[config.mk]
export PLATFORM = sky130hd
export DESIGN_NAME = think_block_stripper
export DESIGN_NICKNAME = d
export VERILOG_FILES = /design/src/hw/rtl/tbs_pkg.sv /design/src/hw/rtl/tbs_front.sv /design/src/hw/rtl/tbs_fifo.sv /design/src/hw/rtl/tbs_back.sv /design/src/hw/rtl/think_block_stripper.sv
export SDC_FILE = /design/constraint.sdc
export NUM_CORES = 1
export LEC_CHECK = 0
export CAP_MARGIN = 10
export CORE_ASPECT_RATIO = 1.4
export CORE_MARGIN = 3
export CORE_UTILIZATION = 60
export CTS_CLUSTER_SIZE = 16
export DETAILED_ROUTE_END_ITERATION = 12
export DONT_BUFFER_PORTS = 1
export PLACE_DENSITY = 0.78
export SLEW_MARGIN = 20
export SYNTH_ARGS = -nofsm -noshare
export SYNTH_HDL_FRONTEND = slang
export SYNTH_SLANG_ARGS = --single-unit
[constraint.sdc]
create_clock -name clk_i -period 3.99 [get_ports clk_i]
set_input_delay 0.5985 -clock clk_i [delete_from_list [all_inputs] [get_ports clk_i]]
set_output_delay 0.5985 -clock clk_i [all_outputs]
set_load 0.05 [all_outputs]
[src/hw/rtl/tbs_pkg.sv]
// Shared types, marker tables and sizing constants for the think block stripper.
package tbs_pkg;

  localparam int unsigned BYTE_W        = 8;
  localparam int unsigned MATCH_W       = 3;
  localparam int unsigned FIFO_DEPTH_DEF = 4;

  localparam logic [MATCH_W-1:0] BEGIN_LAST = MATCH_W'(6);  // index of '>' in "<think>"
  localparam logic [MATCH_W-1:0] END_LAST   = MATCH_W'(7);  // index of '>' in "</think>"
  localparam logic [BYTE_W-1:0]  CHAR_LT    = 8'h3C;        // '<'

  typedef enum logic {
    CMD_TEXT = 1'b0,
    CMD_EOR  = 1'b1
  } cmd_e;

  // One request for the back part: release pre_cnt bytes of the begin marker,
  // then optionally the current byte.
  typedef struct packed {
    logic [MATCH_W-1:0] pre_cnt;
    logic               emit_cur;
    logic [BYTE_W-1:0]  cur_byte;
  } job_t;

  function automatic logic [BYTE_W-1:0] begin_char(input logic [MATCH_W-1:0] idx);
    logic [BYTE_W-1:0] ch;
    unique case (idx)
      3'd0:    ch = 8'h3C;  // <
      3'd1:    ch = 8'h74;  // t
      3'd2:    ch = 8'h68;  // h
      3'd3:    ch = 8'h69;  // i
      3'd4:    ch = 8'h6E;  // n
      3'd5:    ch = 8'h6B;  // k
      3'd6:    ch = 8'h3E;  // >
      default: ch = 8'h00;
    endcase
    return ch;
  endfunction

  function automatic logic [BYTE_W-1:0] end_char(input logic [MATCH_W-1:0] idx);
    logic [BYTE_W-1:0] ch;
    unique case (idx)
      3'd0:    ch = 8'h3C;  // <
      3'd1:    ch = 8'h2F;  // /
      3'd2:    ch = 8'h74;  // t
      3'd3:    ch = 8'h68;  // h
      3'd4:    ch = 8'h69;  // i
      3'd5:    ch = 8'h6E;  // n
      3'd6:    ch = 8'h6B;  // k
      default: ch = 8'h3E;  // >
    endcase
    return ch;
  endfunction

endpackage

[src/hw/rtl/tbs_front.sv]
// Front part: accepts requests, tracks marker matching, queues release jobs.
module tbs_front import tbs_pkg::*; (
  input  logic                clk_i,
  input  logic                rst_ni,
  input  logic                in_valid_i,
  input  logic                in_cmd_i,
  input  logic [BYTE_W-1:0]   in_byte_i,
  output logic                in_ready_o,
  input  logic                q_full_i,
  output logic                q_push_o,
  output job_t                q_job_o
);

  logic               inside_q, inside_d;
  logic [MATCH_W-1:0] match_q, match_d;
  logic               accept;
  logic               is_lt;

  assign in_ready_o = ~q_full_i;
  assign accept     = in_valid_i & in_ready_o;
  assign is_lt      = (in_byte_i == CHAR_LT);

  always_comb begin
    inside_d          = inside_q;
    match_d           = match_q;
    q_push_o          = 1'b0;
    q_job_o.pre_cnt   = '0;
    q_job_o.emit_cur  = 1'b0;
    q_job_o.cur_byte  = in_byte_i;
    if (accept) begin
      if (cmd_e'(in_cmd_i) == CMD_EOR) begin
        // drop any held partial marker
        inside_d = 1'b0;
        match_d  = '0;
      end else if (inside_q) begin
        if (in_byte_i == end_char(match_q)) begin
          if (match_q == END_LAST) begin
            inside_d = 1'b0;
            match_d  = '0;
          end else begin
            match_d = match_q + MATCH_W'(1);
          end
        end else begin
          match_d = is_lt ? MATCH_W'(1) : '0;
        end
      end else if (match_q <= BEGIN_LAST && in_byte_i == begin_char(match_q)) begin
        if (match_q == BEGIN_LAST) begin
          inside_d = 1'b1;
          match_d  = '0;
        end else begin
          match_d = match_q + MATCH_W'(1);
        end
      end else begin
        // broken begin match: release prefix, hold a fresh '<'
        q_job_o.pre_cnt  = (match_q > BEGIN_LAST) ? BEGIN_LAST : match_q;
        q_job_o.emit_cur = ~is_lt;
        match_d          = is_lt ? MATCH_W'(1) : '0;
        q_push_o         = (q_job_o.pre_cnt != '0) | q_job_o.emit_cur;
      end
    end
  end

  always_ff @(posedge clk_i or negedge rst_ni) begin
    if (!rst_ni) begin
      inside_q <= 1'b0;
      match_q  <= '0;
    end else begin
      inside_q <= inside_d;
      match_q  <= match_d;
    end
  end

endmodule

[src/hw/rtl/tbs_fifo.sv]
// Small register queue of release jobs between the front and back parts.
module tbs_fifo import tbs_pkg::*; #(
  parameter int unsigned DEPTH = FIFO_DEPTH_DEF
) (
  input  logic clk_i,
  input  logic rst_ni,
  input  logic push_i,
  input  job_t push_job_i,
  output logic full_o,
  input  logic pop_i,
  output logic valid_o,
  output job_t pop_job_o
);

  localparam int unsigned PTR_W = (DEPTH > 1) ? $clog2(DEPTH) : 1;
  localparam int unsigned CNT_W = $clog2(DEPTH + 1);

  job_t             mem_q [DEPTH];
  logic [PTR_W-1:0] wr_ptr_q, rd_ptr_q;
  logic [CNT_W-1:0] cnt_q;
  logic             do_push, do_pop;

  assign full_o    = (cnt_q == CNT_W'(DEPTH));
  assign valid_o   = (cnt_q != '0);
  assign do_push   = push_i & ~full_o;
  assign do_pop    = pop_i & valid_o;
  assign pop_job_o = mem_q[rd_ptr_q];

  function automatic logic [PTR_W-1:0] ptr_inc(input logic [PTR_W-1:0] p);
    return (p == PTR_W'(DEPTH - 1)) ? '0 : p + PTR_W'(1);
  endfunction

  always_ff @(posedge clk_i or negedge rst_ni) begin
    if (!rst_ni) begin
      wr_ptr_q <= '0;
      rd_ptr_q <= '0;
      cnt_q    <= '0;
    end else begin
      if (do_push) wr_ptr_q <= ptr_inc(wr_ptr_q);
      if (do_pop)  rd_ptr_q <= ptr_inc(rd_ptr_q);
      if (do_push && !do_pop)      cnt_q <= cnt_q + CNT_W'(1);
      else if (do_pop && !do_push) cnt_q <= cnt_q - CNT_W'(1);
    end
  end

  always_ff @(posedge clk_i) begin
    if (do_push) mem_q[wr_ptr_q] <= push_job_i;
  end

endmodule

[src/hw/rtl/tbs_back.sv]
// Back part: expands each job into bytes, one per cycle unless stalled.
module tbs_back import tbs_pkg::*; (
  input  logic              clk_i,
  input  logic              rst_ni,
  input  logic              q_valid_i,
  input  job_t              q_job_i,
  output logic              q_pop_o,
  output logic              out_valid_o,
  output logic [BYTE_W-1:0] out_byte_o,
  output logic              out_last_o,
  input  logic              out_ready_i
);

  job_t               job_q;
  logic               job_valid_q;
  logic [MATCH_W-1:0] idx_q;
  logic [MATCH_W-1:0] total;
  logic               is_last;
  logic               out_load;
  logic               emit;
  logic [BYTE_W-1:0]  byte_sel;
  logic               out_valid_q;
  logic [BYTE_W-1:0]  out_byte_q;
  logic               out_last_q;

  assign total    = job_q.pre_cnt + MATCH_W'(job_q.emit_cur);
  assign is_last  = (idx_q == total - MATCH_W'(1));
  assign out_load = ~out_valid_q | out_ready_i;
  assign emit     = job_valid_q & out_load;
  assign q_pop_o  = q_valid_i & (~job_valid_q | (emit & is_last));
  assign byte_sel = (idx_q < job_q.pre_cnt) ? begin_char(idx_q) : job_q.cur_byte;

  always_ff @(posedge clk_i or negedge rst_ni) begin
    if (!rst_ni) begin
      job_valid_q <= 1'b0;
      idx_q       <= '0;
      out_valid_q <= 1'b0;
    end else begin
      if (q_pop_o) begin
        job_valid_q <= 1'b1;
        idx_q       <= '0;
      end else if (emit) begin
        job_valid_q <= ~is_last;
        idx_q       <= idx_q + MATCH_W'(1);
      end
      if (out_load) out_valid_q <= job_valid_q;
    end
  end

  always_ff @(posedge clk_i) begin
    if (q_pop_o) job_q <= q_job_i;
    if (emit) begin
      out_byte_q <= byte_sel;
      out_last_q <= is_last;
    end
  end

  assign out_valid_o = out_valid_q;
  assign out_byte_o  = out_byte_q;
  assign out_last_o  = out_last_q;

endmodule

[src/hw/rtl/think_block_stripper.sv]
// Top level of the think block stripper: streaming filter removing <think> regions.
//
// Usage:
//   Input stream s_axis: one request per byte. tdata carries the text byte,
//   tuser carries the command (0 = text byte, 1 = end of response, which clears
//   the region flag and discards any held partial begin marker).
//   Output stream m_axis: the filtered text, one byte per transfer. tlast marks
//   the final byte produced by one input request.
//   Bytes inside a "<think>" ... "</think>" region, both markers included, are
//   dropped. Bytes that could start "<think>" are held and released, ahead of
//   the current byte, once the match breaks.
// Throughput: one input request per cycle while the job queue has room; the
//   back part emits one byte per cycle while m_axis_tready is high. A request
//   that releases a held prefix yields up to 7 bytes.
// Path: the first byte of a request reaches m_axis through the queue write at
//   the accepting edge, the job register and the output register.
// Stall: when m_axis_tready is low the output register holds; the job queue
//   (FIFO_DEPTH entries) absorbs requests until full, then s_axis_tready drops.
// Reset: rst_ni clears the region flag, match count, queue and output valid.
module think_block_stripper import tbs_pkg::*; #(
  parameter int unsigned FIFO_DEPTH = FIFO_DEPTH_DEF
) (
  input  logic              clk_i,
  input  logic              rst_ni,
  input  logic              s_axis_tvalid,
  output logic              s_axis_tready,
  input  logic [BYTE_W-1:0] s_axis_tdata,   // [7:0] text_byte
  input  logic              s_axis_tuser,   // [0] cmd
  output logic              m_axis_tvalid,
  input  logic              m_axis_tready,
  output logic [BYTE_W-1:0] m_axis_tdata,   // [7:0] out_byte
  output logic              m_axis_tlast    // last_of_run
);

  logic q_full, q_push, q_pop, q_valid;
  job_t push_job, pop_job;

  // Classify each request and keep marker state
  tbs_front u_front (
    .clk_i      (clk_i),
    .rst_ni     (rst_ni),
    .in_valid_i (s_axis_tvalid),
    .in_cmd_i   (s_axis_tuser),
    .in_byte_i  (s_axis_tdata),
    .in_ready_o (s_axis_tready),
    .q_full_i   (q_full),
    .q_push_o   (q_push),
    .q_job_o    (push_job)
  );

  // Decouple classification from byte emission
  tbs_fifo #(
    .DEPTH (FIFO_DEPTH)
  ) u_fifo (
    .clk_i      (clk_i),
    .rst_ni     (rst_ni),
    .push_i     (q_push),
    .push_job_i (push_job),
    .full_o     (q_full),
    .pop_i      (q_pop),
    .valid_o    (q_valid),
    .pop_job_o  (pop_job)
  );

  // Expand jobs into the output stream
  tbs_back u_back (
    .clk_i       (clk_i),
    .rst_ni      (rst_ni),
    .q_valid_i   (q_valid),
    .q_job_i     (pop_job),
    .q_pop_o     (q_pop),
    .out_valid_o (m_axis_tvalid),
    .out_byte_o  (m_axis_tdata),
    .out_last_o  (m_axis_tlast),
    .out_ready_i (m_axis_tready)
  );

endmodule

== Word-level counts from Yosys, hierarchy flattened ==
Memories as Yosys holds them, arrays and structs flattened. A register that Yosys moved wholly into a read port is not among the register bits.
Index checks and enable logic that the tools add are counted.

* Register bits: 25
* Bits in writable memories: 48
* Input bits: 13
* Output and inout bits: 11
* Word-level logic and storage cells: 109
* Memories: 1

* Add/sub/neg operators: 8
* $lt $le $gt $ge: 3
* Eq/ne operators: 20
* Muxes and demuxes: 42
* Bitwise logic cells: 14
* Reductions and logical operators: 11

{| class="wikitable"
|+ Memory list
! name !! words !! width !! rd ports !! clocked after memory_dff !! wr ports !! line !! text
|-
| u_fifo.mem_q || 4 || 12 || 1 || 1 || 1 || tbs_fifo.sv:18 || <nowiki>job_t mem_q [DEPTH];</nowiki>
|}

{| class="wikitable"
|+ Operator list
! kind !! count
|-
| $pmux 7 s7 || 3
|-
| $mux 8 || 7
|-
| $mux 3 || 11
|-
| $eq 3x3->1 const B || 8
|-
| $eq 8x8->1 || 2
|-
| $mux 4 || 4
|-
| $mux 1 || 15
|-
| $eq 3x2->1 const B || 4
|-
| $add 3x1->3 const B || 3
|-
| $eq 8x6->1 const B || 1
|-
| $and 1x1->1 || 6
|-
| $eq 3x1->1 const B || 2
|-
| $logic_not 3->1 || 2
|-
| $reduce_bool 3->1 || 2
|-
| $sub 3x1->3 const B || 2
|-
| $not 1->1 || 5
|-
| $add 2x1->2 const B || 2
|-
| $eq 2x2->1 const B || 2
|-
| $mux 2 || 2
|-
| $reduce_bool 2->1 || 2
|-
| $add 3x1->3 || 1
|-
| $eq 3x3->1 || 1
|-
| $gt 3x3->1 const B || 1
|-
| $le 3x3->1 const B || 1
|-
| 4 further kinds || 9
|}

== Logic depth before layout (Yosys ltp) ==
Gate-level depths: netlist (run 1).

* Word-level depth: 16
* Mapped depth: 15
* Mapped depth without buffers: 14

== Hierarchy ==
Synthesis (run 1) repeated with hierarchy kept, for this count alone.

* Cells, all modules: 318
* Area total of the unflattened synthesis: 4,424.2 um^2

{| class="wikitable"
|+ By module, submodules not included
! module !! instances !! cells each !! area each (um^2) !! sequential area each (um^2)
|-
| tbs_fifo || 1 || 100 || 2,208.4 || 1,616.6
|-
| tbs_back || 1 || 95 || 1,261.2 || 755.7
|-
| tbs_front || 1 || 123 || 954.7 || 100.1
|}

== Worst setup path before layout (run 1) ==
No wires, ideal clock.

* Path type: flip-flop to flip-flop
* Start point: reg u_front.match_q[1]
* End point: reg u_fifo.cnt_q[1]
* Library setup time: 125 ps
* Arrival: 3,100 ps
* Required time: 3,865 ps
* Slack: 766 ps
* Stages on the path, launching flop included: 13
* Buffers on the path: 2
* Period minus slack after synthesis: 3,224 ps
* Cell sequence: dfrtp_1 clkbuf_1 inv_1 ha_1 buf_2 o21bai_1 a311o_1 nor4_4 nor2_4 ha_1 inv_1 fa_1 mux2_2

* Longest elaborated chain between the ends: 15
* Elaborated cells between the ends (all ways): 28
* Classes of those cells: order compare (2); eq/ne (7); mux (10); bitwise (2); reduce/logical (7)

{| class="wikitable"
|+ RTL lines
! element !! line !! text
|-
| from (decl) || tbs_front.sv:15 || <nowiki>logic [MATCH_W-1:0] match_q, match_d;</nowiki>
|-
| from (signal assigned) || tbs_front.sv:69 || <nowiki>match_q <= match_d;</nowiki>
|-
| $eq 3x3->1, or another cell as far along || tbs_pkg.sv:27 || <nowiki>unique case (idx)</nowiki>
|-
| $pmux 7 s7 || tbs_pkg.sv:27 ||
|-
| $mux 8 || tbs_front.sv:35 || <nowiki>end else if (inside_q) begin</nowiki>
|-
| $mux 8 || tbs_front.sv:31 || <nowiki>if (cmd_e'(in_cmd_i) == CMD_EOR) begin</nowiki>
|-
| $mux 8 || tbs_front.sv:30 || <nowiki>if (accept) begin</nowiki>
|-
| $eq 8x8->1 || tbs_front.sv:46 || <nowiki>end else if (match_q <= BEGIN_LAST && in_byte_i == begin_char(match_q)) begin</nowiki>
|-
| $logic_and 1x1->1 || tbs_front.sv:46 ||
|-
| $mux 1 * || tbs_front.sv:46 ||
|-
| $mux 1 * || tbs_front.sv:35 ||
|-
| $mux 1 * || tbs_front.sv:31 ||
|-
| $mux 1 * || tbs_front.sv:30 ||
|-
| $and 1x1->1 * || tbs_fifo.sv:25 || <nowiki>assign do_push = push_i & ~full_o;</nowiki>
|-
| net u_fifo.do_push || tbs_fifo.sv:21 || <nowiki>logic do_push, do_pop;</nowiki>
|-
| $logic_not 1->1 || tbs_fifo.sv:42 || <nowiki>else if (do_pop && !do_push) cnt_q <= cnt_q - CNT_W'(1);</nowiki>
|-
| $logic_and 1x1->1 || tbs_fifo.sv:42 ||
|-
| $reduce_bool 2->1 (no source line) || - ||
|-
| to (signal assigned) || tbs_fifo.sv:41 || <nowiki>if (do_push && !do_pop) cnt_q <= cnt_q + CNT_W'(1);</nowiki>
|-
| to (signal assigned) || tbs_fifo.sv:42 ||
|-
| to (decl) || tbs_fifo.sv:20 || <nowiki>logic [CNT_W-1:0] cnt_q;</nowiki>
|}

Mark *: on every way through the listed nets, which the timed path passes. The rest lies on a longest branch. The select of a mux whose other input is x is not followed.
A chain may end at the register's enable or synchronous reset.

== Worst setup path after layout (run 1) ==
* Start point: reg u_front.match_q[0]
* End point: reg u_fifo.cnt_q[1]

The elaborated chain is that of the path after synthesis.

==> results_dict.tcl, run 1 <==
set metrics [dict create \
    mostFrequentLayoutCells "edfxtp_1, ha_1, inv_1, nand2_1, nor2_1" \
    p_sw_w 0.00103 \
    final_common_cell "edfxtp_1" \
    crit_type "reg -> reg" \
    track_usage 0.198 \
    die_h_um 105 \
    finalSetupTns_ns 0 \
    drtIter0Drc 161 \
    yosysSeqAreaShare 0.584 \
    synth_fp_nets 348 \
    fin_nets 349 \
    worstSetupStartpoint "u_front.match_q[0]" \
    route.detailed.drc 0 \
    gp_congestion 0.862 \
    finalCritPeriodShare 0.870 \
    viasPerCell 6.08 \
    io_pins 24 \
    status "complete, no violations" \
    cts_buffers 9 \
    drt-pass1-iter-count 4 \
    crit_path_max_fanout 13 \
    antenna_found_initial 0 \
    synthFlopType "edfxtp_1" \
    slew_violations 0 \
    p_sw_frac 0.363 \
    rr_endpoint "u_fifo.cnt_q[1]" \
    cts_tree "done" \
    r2r-start "u_front.match_q[0]" \
    hold_path_class "in -> reg" \
    cts.sinks 85 \
    port_buffers 0 \
    start_util 0.632 \
    p_leak_nw 1.66 \
    syn2layout_area_growth_pct 6.30 \
    hp-start "s_axis_tvalid" \
    grt_pass1_wl_um 12100 \
    row_count 35 \
    grt_max_degree 26 \
    r2r_cells 11 \
    setup_violations 0 \
    crit_path_start_kind "flip-flop" \
    drive_gt1_frac 0.131 \
    die_width_um 77.0 \
    power.density_nw_per_um2 629 \
    die_area_um2 8110 \
    n_antenna_cell 0 \
    core-area_um2 6700 \
    dp_hpwl_um 5230 \
    worst_pin_slew_ns 0.822 \
    fin_crit_ns 3.47 \
    cts_buffer_depth 2 \
    finClkSkew_ns 0.00857 \
    insertion_delay_ns 0.36 \
    h-tree-depth 3 \
    max_cap_viol_count 0 \
    timing.fmax_mhz 288 \
    worstPathRequired_ns 4.24 \
    p_comb_frac 0.248 \
    postSynthAreaPerCell_um2 13.5 \
    yosysUniqueCellTypes 59 \
    endpoint "u_fifo.cnt_q[1]" \
    grt_pass1_vias 2483 \
    vias 2506 \
    arrival_ns 3.72 \
    fin_util 0.671 \
    async_reset_ff_frac 0.188 \
    p_clk_frac 0.205 \
    ys_warn_count 0 \
    wl_per_cell_um 18.0 \
    ir_drop_mv 0.270 \
    cp-end-kind "flip-flop" \
    routed_wl_um 7400 \
    syn_inst 314 \
    gr-total-overflow 0 \
    clkTransAtPathRegs_ns 0.09 \
    finalHoldViolCount 0 \
    ctsRootBufferMaster "clkbuf_8" \
    regToRegSetupSlack_ns 0.52 \
    slew_headroom 0.452 \
    synth_edf_count 69 \
    sequentialPowerShare 0.547 \
    ant_nets 0 \
    syn_area_um2 4230 \
    internal_power_w 0.00180 \
    synth_seq_cells 85 \
    rsz0062_at_grt "no" \
]
power by group through the flow:
stage,Clock [W],Combinational [W],Sequential [W]
after floorplan,0,0.000648,0.00147
after global placement,0,0.000676,0.00156
after detailed placement,0,0.000705,0.00158
after CTS,0.000592,0.000713,0.00156
after global routing,0.000641,0.000797,0.00158
final,0.000580,0.000702,0.00155
flip-flops by register name, indices dropped and copies added (netlist names):
signal and cells:
u_fifo.mem_q 48, u_back.job_q 12, u_back.out_byte_o 8, u_front.match_q 3, u_back.job_valid_q 1, u_fifo.cnt_q 3
u_fifo.wr_ptr_q 2, u_back.out_valid_o 1, u_back.out_last_o 1, u_front.inside_q 1, u_back.idx_q 3, u_fifo.rd_ptr_q 2
routing by layer:
| metal | GRT usage | share of wire | vias up |
|---|---|---|---|
| met3 | 0.0538 | 0.034 | 18 |
| met4 | 0.113 | 0.041 | 0 |
| met5 | 0 | 0 | - |
| li1 | - | - | 1186 |
| met2 | 0.334 | 0.52 | 66 |
| met1 | 0.225 | 0.41 | 1236 |
synth_stat cells (5+ instances only):
library cell  count  area (µm²)
a21oi_1          12        60.1
and2_1            8        50.1
clkbuf_1          6        22.5
dfrtp_1          16         400
edfxtp_1         69        2070
ha_1             20         250
inv_1            19        71.3
mux2i_1           5        50.1
mux4_2           12         270
nand2_1          19        71.3
nor2_1           18        67.6
nor2b_1           6        37.5
nor3_1           11        55.1
o21ai_0          12        60.1
xor2_1            7        61.3
layout make-up:
cell class	instances	area (µm²)
Tap cell	92	115
Clock inverter	7	66.3
Sequential cell	85	2470
Clock buffer	9	124
Multi-Input combinational cell	198	1630
Inverter	19	71.3
Fill cell	495	2200
Timing Repair Buffer	2	17.5
worst max-delay path, cell delays in order (launching register included):
cell and delay [ns]:
dfrtp_1 0.52, inv_1 0.16, ha_1 0.41, nor3_1 0.31, o21bai_1 0.10, a311o_1 0.39, nor4_4 0.39, nor2_4 0.11
ha_1 0.22, inv_1 0.07, fa_1 0.40, mux2_2 0.27
worst min path at each step:
stage	end	slack, ns	depth (start not counted)
after floorplan	u_back.idx_q[0]	0.30	0
after global placement	u_back.out_valid_o	0.30	0
after detailed placement	u_back.out_valid_o	0.30	0
after CTS	u_fifo.mem_q[0][7]	0.31	0
after global routing	u_fifo.mem_q[0][4]	0.29	0
final	u_front.inside_q	0.33	1
metrics by stage:
step / cell area [µm²] / worst slack [ns] / hold slack [ns] / power [W] / cells
after floorplan: 4230 / 0.766 / 0.303 / 0.00212 / 314
after global placement: 4300 / 0.624 / 0.303 / 0.00224 / 395
after detailed placement: 4300 / 0.552 / 0.303 / 0.00228 / 395
after CTS: 4500 / 0.540 / 0.312 / 0.00286 / 412
after global routing: 4500 / 0.308 / 0.288 / 0.00302 / 412
final: 4500 / 0.520 / 0.332 / 0.00283 / 412
cells by family (layout without fill, tap and decap cells):
kind of cell | after synthesis | after routing | synth area share
compound gates | 53 | 53 | 0.0872
mux | 22 | 22 | 0.0908
xor+xnor | 11 | 11 | 0.0228
simple gates | 91 | 91 | 0.121
fa+ha+maj | 21 | 21 | 0.0639
buf+inv | 31 | 37 | 0.0302
flops | 85 | 85 | 0.584
repair_timing:
action,in CTS,in global routing
gates resized for setup,0,0
setup buffers,0,0
hold endpoints to repair,16,0
hold buffers,1,0
Note: power is estimated with default switching activity, not from simulation.
==> run 2, diff against run 1 <==
Settings changed: ABC_AREA set to 1, CORE_UTILIZATION 60 to 55, PLACE_DENSITY 0.78 to 0.72.
==> results_dict.tcl, run 2 <==
set metrics [dict create \
    gr-total-overflow 0 \
    synth_seq_cells 85 \
    max_cap_viol_count 0 \
    h-tree-depth 3 \
    wl_per_cell_um 15.5 \
    gp_congestion 0.887 \
    die_width_um 80.7 \
    syn_inst 414 \
    setup_violations 0 \
    finalSetupTns_ns 0 \
    dp_hpwl_um 5810 \
    r2r_cells 14 \
    routed_wl_um 8100 \
    slew_violations 0 \
    cts_buffers 9 \
    ctsResizeCount 0 \
    fin_util 0.622 \
    drive_gt1_frac 0.136 \
    n_antenna_cell 0 \
    synth_most_common_cell "nand2_1" \
    worstPathRequired_ns 4.23 \
    vias 2885 \
    port_buffers 0 \
    synth_fp_nets 448 \
    cts.sinks 85 \
    largest_register_ffs 48 \
    synth_top_family_by_area "simple AND/OR/NAND/NOR gates" \
    ys_warn_count 0 \
    synth_common_cells "nand2_1, edfxtp_1, nor2_1" \
    crit_type "reg -> reg" \
    insertion_delay_ns 0.35 \
    grt_max_degree 28 \
    drtIter0Drc 122 \
    yosys.area.top_type "edfxtp_1" \
    rsz0062_at_grt "no" \
    synth_top_area_share 0.483 \
    final_common_cell "nand2_1" \
    worst_pin_slew_ns 0.767 \
    hold_path_class "in -> reg" \
    crit_path_max_fanout 5 \
    ant_nets 0 \
    synth_area_leaders "edfxtp_1, dfrtp_1, nand2_1" \
    regToRegSetupSlack_ns 0.82 \
    power.density_nw_per_um2 672 \
    clkTransAtPathRegs_ns 0.09 \
    die_area_um2 8910 \
    arrival_ns 3.41 \
    die_h_um 111 \
    cts_tree "done" \
    syn_area_um2 4290 \
    fin_crit_ns 3.17 \
    grt_pass1_wl_um 13700 \
    yosys-mux-area-fraction 0.00262 \
    timing.fmax_mhz 315 \
    finClkSkew_ns 0.00712 \
    track_usage 0.202 \
    antenna_found_initial 0 \
    synth_edf_count 69 \
    holdWs_ns 0.333 \
    finalCritPeriodShare 0.795 \
    synthFlopType "edfxtp_1" \
    io_pins 24 \
    postSynthAreaPerCell_um2 10.4 \
    synthAdderAreaFrac 0.0630 \
    syn2layout_area_growth_pct 7.96 \
    status "complete, no violations" \
    power.total_w 0.00311 \
    row_count 37 \
    n_fill_cell 607 \
    yosysUniqueCellTypes 38 \
    yosysSeqAreaShare 0.576 \
    grt_pass1_vias 2906 \
    synth-xor-area-share 0.0184 \
    hold_path_depth 0 \
    p_leak_nw 1.82 \
    crit_path_start_kind "flip-flop" \
    cts_buffer_depth 2 \
    regMostFlops "u_fifo.mem_q" \
    drt-pass1-iter-count 4 \
    fin_nets 456 \
    yosys.area_share.simple 0.197 \
    synth_compound_area_frac 0.0930 \
    async_reset_ff_frac 0.188 \
    finalHoldViolCount 0 \
    ir_drop_mv 0.349 \
    start_util 0.576 \
    viasPerCell 5.51 \
    slew_headroom 0.487 \
    cp-end-kind "flip-flop" \
    mostFrequentLayoutCells "nand2_1, edfxtp_1, nor2_1, inv_1, o21ai_0" \
    ctsRootBufferMaster "clkbuf_8" \
    route.detailed.drc 0 \
    core-area_um2 7450 \
]
run 2: changes by cell type in the layout (fill, tap and decap cells not counted), sizes merged, moves of 13 or more:
cell   before  now
nand2      19   81
nor2       19   58
nand3       3   26
o21ai      12   41
inv        24   45
o22ai       1   14
run 2: layout make-up:
type	count	area (µm²)	area share
Clock buffer	9	124	0.0267
Sequential cell	85	2470	0.534
Tap cell	97	121	0.0262
Multi-Input combinational cell	275	1610	0.347
Clock inverter	7	90.1	0.0194
Timing Repair Buffer	6	47.5	0.0103
Inverter	45	171	0.0370
run 2: routing by layer:
layer / track usage / share of wire / vias up / wire (µm)
met5: 0 / 0 / - / 0
met3: 0.0285 / 0.026 / 20 / 214
li1: - / - / 1421 / -
met4: 0.122 / 0.036 / 0 / 291
met2: 0.361 / 0.54 / 54 / 4350
met1: 0.216 / 0.40 / 1390 / 3250
run 2: worst paths after layout:
check | startpoint | end
max in group asynchronous | rst_ni | u_back.idx_q[2]
hold reg to reg | u_fifo.cnt_q[2] | u_fifo.cnt_q[2]
setup reg to reg | u_fifo.cnt_q[0] | u_fifo.cnt_q[2]
min in group asynchronous | rst_ni | u_fifo.cnt_q[0]
hold / removal | s_axis_tdata[6] | u_fifo.mem_q[0][6]
setup / recovery | u_fifo.cnt_q[0] | u_fifo.cnt_q[2]
run 2: logic make-up after synthesis:
group,after synthesis
AOI/OAI and AO/OA,71
xor gates and xnor gates,9
adders and majority gates,21
buffers and inverters,54
DFF,85
muxes,1
and+or+nand+nor,173
run 2: metrics by stage:
step / instances / setup WS (ns) / area, µm²
after CTS: 524 / 0.773 / 4630
after global placement: 507 / 0.919 / 4410
after floorplan: 414 / 1.07 / 4290
final: 524 / 0.818 / 4630
after detailed placement: 507 / 0.859 / 4410
after global routing: 524 / 0.520 / 4630
run 2: repair_timing:
item	4_1_cts	5_1_grt
endpoints found under the hold margin	16	0
setup buffers	0	0
hold buffers	1	0
run 2: power by group:
part	leakage, nW	switching, W	internal [W]
sequential	0.834	0.000292	0.00125
clock	0.105	0.000300	0.000349
combinational	0.879	0.000598	0.000327
run 2: critical path, cell delays in order, from the launching register on:
cell and delay, ns:
dfrtp_1 0.46, nor2_1 0.06, nand2_1 0.40, nand2_1 0.27, nor2_2 0.26, inv_1 0.09
nor2_1 0.27, nand3_4 0.15, inv_4 0.11, ha_1 0.14, inv_1 0.07, fa_1 0.39
a21oi_1 0.14, o21ai_0 0.11, xnor2_1 0.13
==> run 3, diff against run 2 <==
Clock period 3.99 ns to 3.1 ns, I/O delays scaled along.
==> results_dict.tcl, run 3 (synthesis results as in run 2) <==
set metrics [dict create \
    port_buffers 0 \
    cts_buffers 9 \
    grt_pass1_wl_um 13500 \
    fin_crit_ns 2.87 \
    dp_hpwl_um 5930 \
    die_h_um 111 \
    crit_path_start_kind "flip-flop" \
    p_comb_frac 0.312 \
    largest_register_ffs 48 \
    route.detailed.drc 0 \
    final_common_cell "nand2_1" \
    slew_violations 0 \
    setup_violations 0 \
    cp_common_cell "inv_1" \
    power.total_w 0.00380 \
    timing.fmax_mhz 349 \
    insertion_delay_ns 0.35 \
    clkTransAtPathRegs_ns 0.08 \
    stdcell_count 529 \
    regMostFlops "u_fifo.mem_q" \
    vias 2861 \
    cts.sinks 85 \
    worst_pin_slew_ns 0.775 \
    worstPathRequired_ns 3.34 \
    cts_tree "done" \
    place_inst 511 \
    drt-pass1-iter-count 4 \
    path_buf_inv 4 \
    ir_drop_mv 0.420 \
    p_clk_frac 0.166 \
    antenna_found_initial 0 \
    crit_type "reg -> reg" \
    sequentialPowerShare 0.521 \
    crit_path_top_delay_cell "dfrtp_2" \
    cts_buffer_depth 2 \
    p_sw_frac 0.392 \
    n_antenna_cell 0 \
    p_sw_w 0.00149 \
    drive_gt1_frac 0.153 \
    finalCritPeriodShare 0.925 \
    power.density_nw_per_um2 819 \
    viasPerCell 5.41 \
    mostFrequentLayoutCells "nand2_1, edfxtp_1, nor2_1, inv_1, o21ai_0" \
    status "complete, no violations" \
    cpPeakStageDelay_ns 0.45 \
    finalHoldViolCount 0 \
    ant_nets 0 \
    syn2layout_area_growth_pct 7.93 \
    core-area_um2 7450 \
    internal_power_w 0.00231 \
    die_area_um2 8910 \
    ctsRootBufferMaster "clkbuf_8" \
    grt_max_degree 27 \
    fin_nets 462 \
    hold_path_class "in -> reg" \
    holdWs_ns 0.202 \
    max_cap_viol_count 0 \
    finClkSkew_ns 0.00633 \
    die_width_um 80.7 \
    grt_pass1_vias 2864 \
    h-tree-depth 3 \
    routed_wl_um 8170 \
    slew_headroom 0.482 \
    drtIter0Drc 126 \
    wl_per_cell_um 15.5 \
    p_leak_nw 1.81 \
    arrival_ns 3.11 \
    cp-end-kind "flip-flop" \
    io_pins 24 \
    track_usage 0.202 \
    crit_chain "inv_1 -> ha_2 -> inv_1 -> nor2_4 -> nor2_4 -> nand2_1 -> nand2_1 -> a21oi_2 -> nand3_4 -> nand3_4 -> inv_4 -> ha_1 -> inv_1 -> fa_1 -> mux2_2" \
    start_util 0.576 \
    crit_family "adder cells" \
    crit_path_max_fanout 6 \
    gp_congestion 0.918 \
    row_count 37 \
    gr-total-overflow 0 \
]
run 3: cell count changes in the layout (fill, tap and decap cells not counted), sizes merged:
cell	delta
buf	+6
clkinv	+1
bufinv	-2
clkinvlp	-2
clkbuf	+2
run 3: path summary, 6_finish.rpt:
kind / startpoint / to / slack [ns] / depth (start not counted)
min in group asynchronous: rst_ni / u_front.inside_q / 0.63 / 1
max: u_front.match_q[0] / u_fifo.cnt_q[1] / 0.23 / 15
min: s_axis_tdata[2] / u_fifo.mem_q[2][2] / 0.20 / 0
min reg2reg: u_back.job_valid_q / u_back.job_valid_q / 0.51 / 2
max reg2reg: u_front.match_q[0] / u_fifo.cnt_q[1] / 0.23 / 15
max in group asynchronous: rst_ni / u_front.match_q[2] / 1.94 / 1
run 3: repair_timing:
item                                    4_1_cts  5_1_grt
hold endpoints to repair                     16        0
setup buffers                                 0        2
hold buffers                                  1        0
endpoints found under the setup margin        0        2
resized for setup                             0        8
run 3: power by group through the flow:
stage          Sequential, W  Clock (W)  Combinational [W]
5_1_grt              0.00201   0.000697            0.00136
6_report             0.00198   0.000632            0.00119
4_1_cts              0.00198   0.000653            0.00121
2_1_floorplan        0.00196          0           0.000940
3_3_place_gp         0.00199          0            0.00115
3_5_place_dp         0.00201          0            0.00120
run 3: layer usage:
layer	GRT usage	vias to the layer above	share of wire
met5	0	-	0
met4	0.0823	0	0.022
met3	0.0432	14	0.029
met2	0.367	52	0.55
met1	0.220	1358	0.40
li1	-	1437	-
run 3: layout make-up:
class	count	area, µm²
Clock inverter	4	16.3
Tap cell	97	121
Clock buffer	11	131
Sequential cell	85	2480
Timing Repair Buffer	12	92.6
Multi-Input combinational cell	275	1620
Inverter	45	171
Fill cell	618	2820
run 3: worst reg2reg max path: stages (launching register included):
cell,delay [ns]
dfrtp_2,0.45
inv_1,0.12
ha_2,0.22
inv_1,0.08
nor2_4,0.21
nor2_4,0.08
nand2_1,0.07
nand2_1,0.05
a21oi_2,0.19
nand3_4,0.15
nand3_4,0.12
inv_4,0.06
ha_1,0.17
inv_1,0.09
fa_1,0.42
mux2_2,0.27
run 3: stage by stage:
stage,setup slack [ns],TNS [ns],cell area [µm²],util
3_3_place_gp,0.229,0,4440,0.596
3_5_place_dp,0.130,0,4440,0.596
5_1_grt,-0.0205,-0.0205,4630,0.621
4_1_cts,0.106,0,4600,0.617
6_report,0.232,0,4630,0.621
2_1_floorplan,0.178,0,4290,-
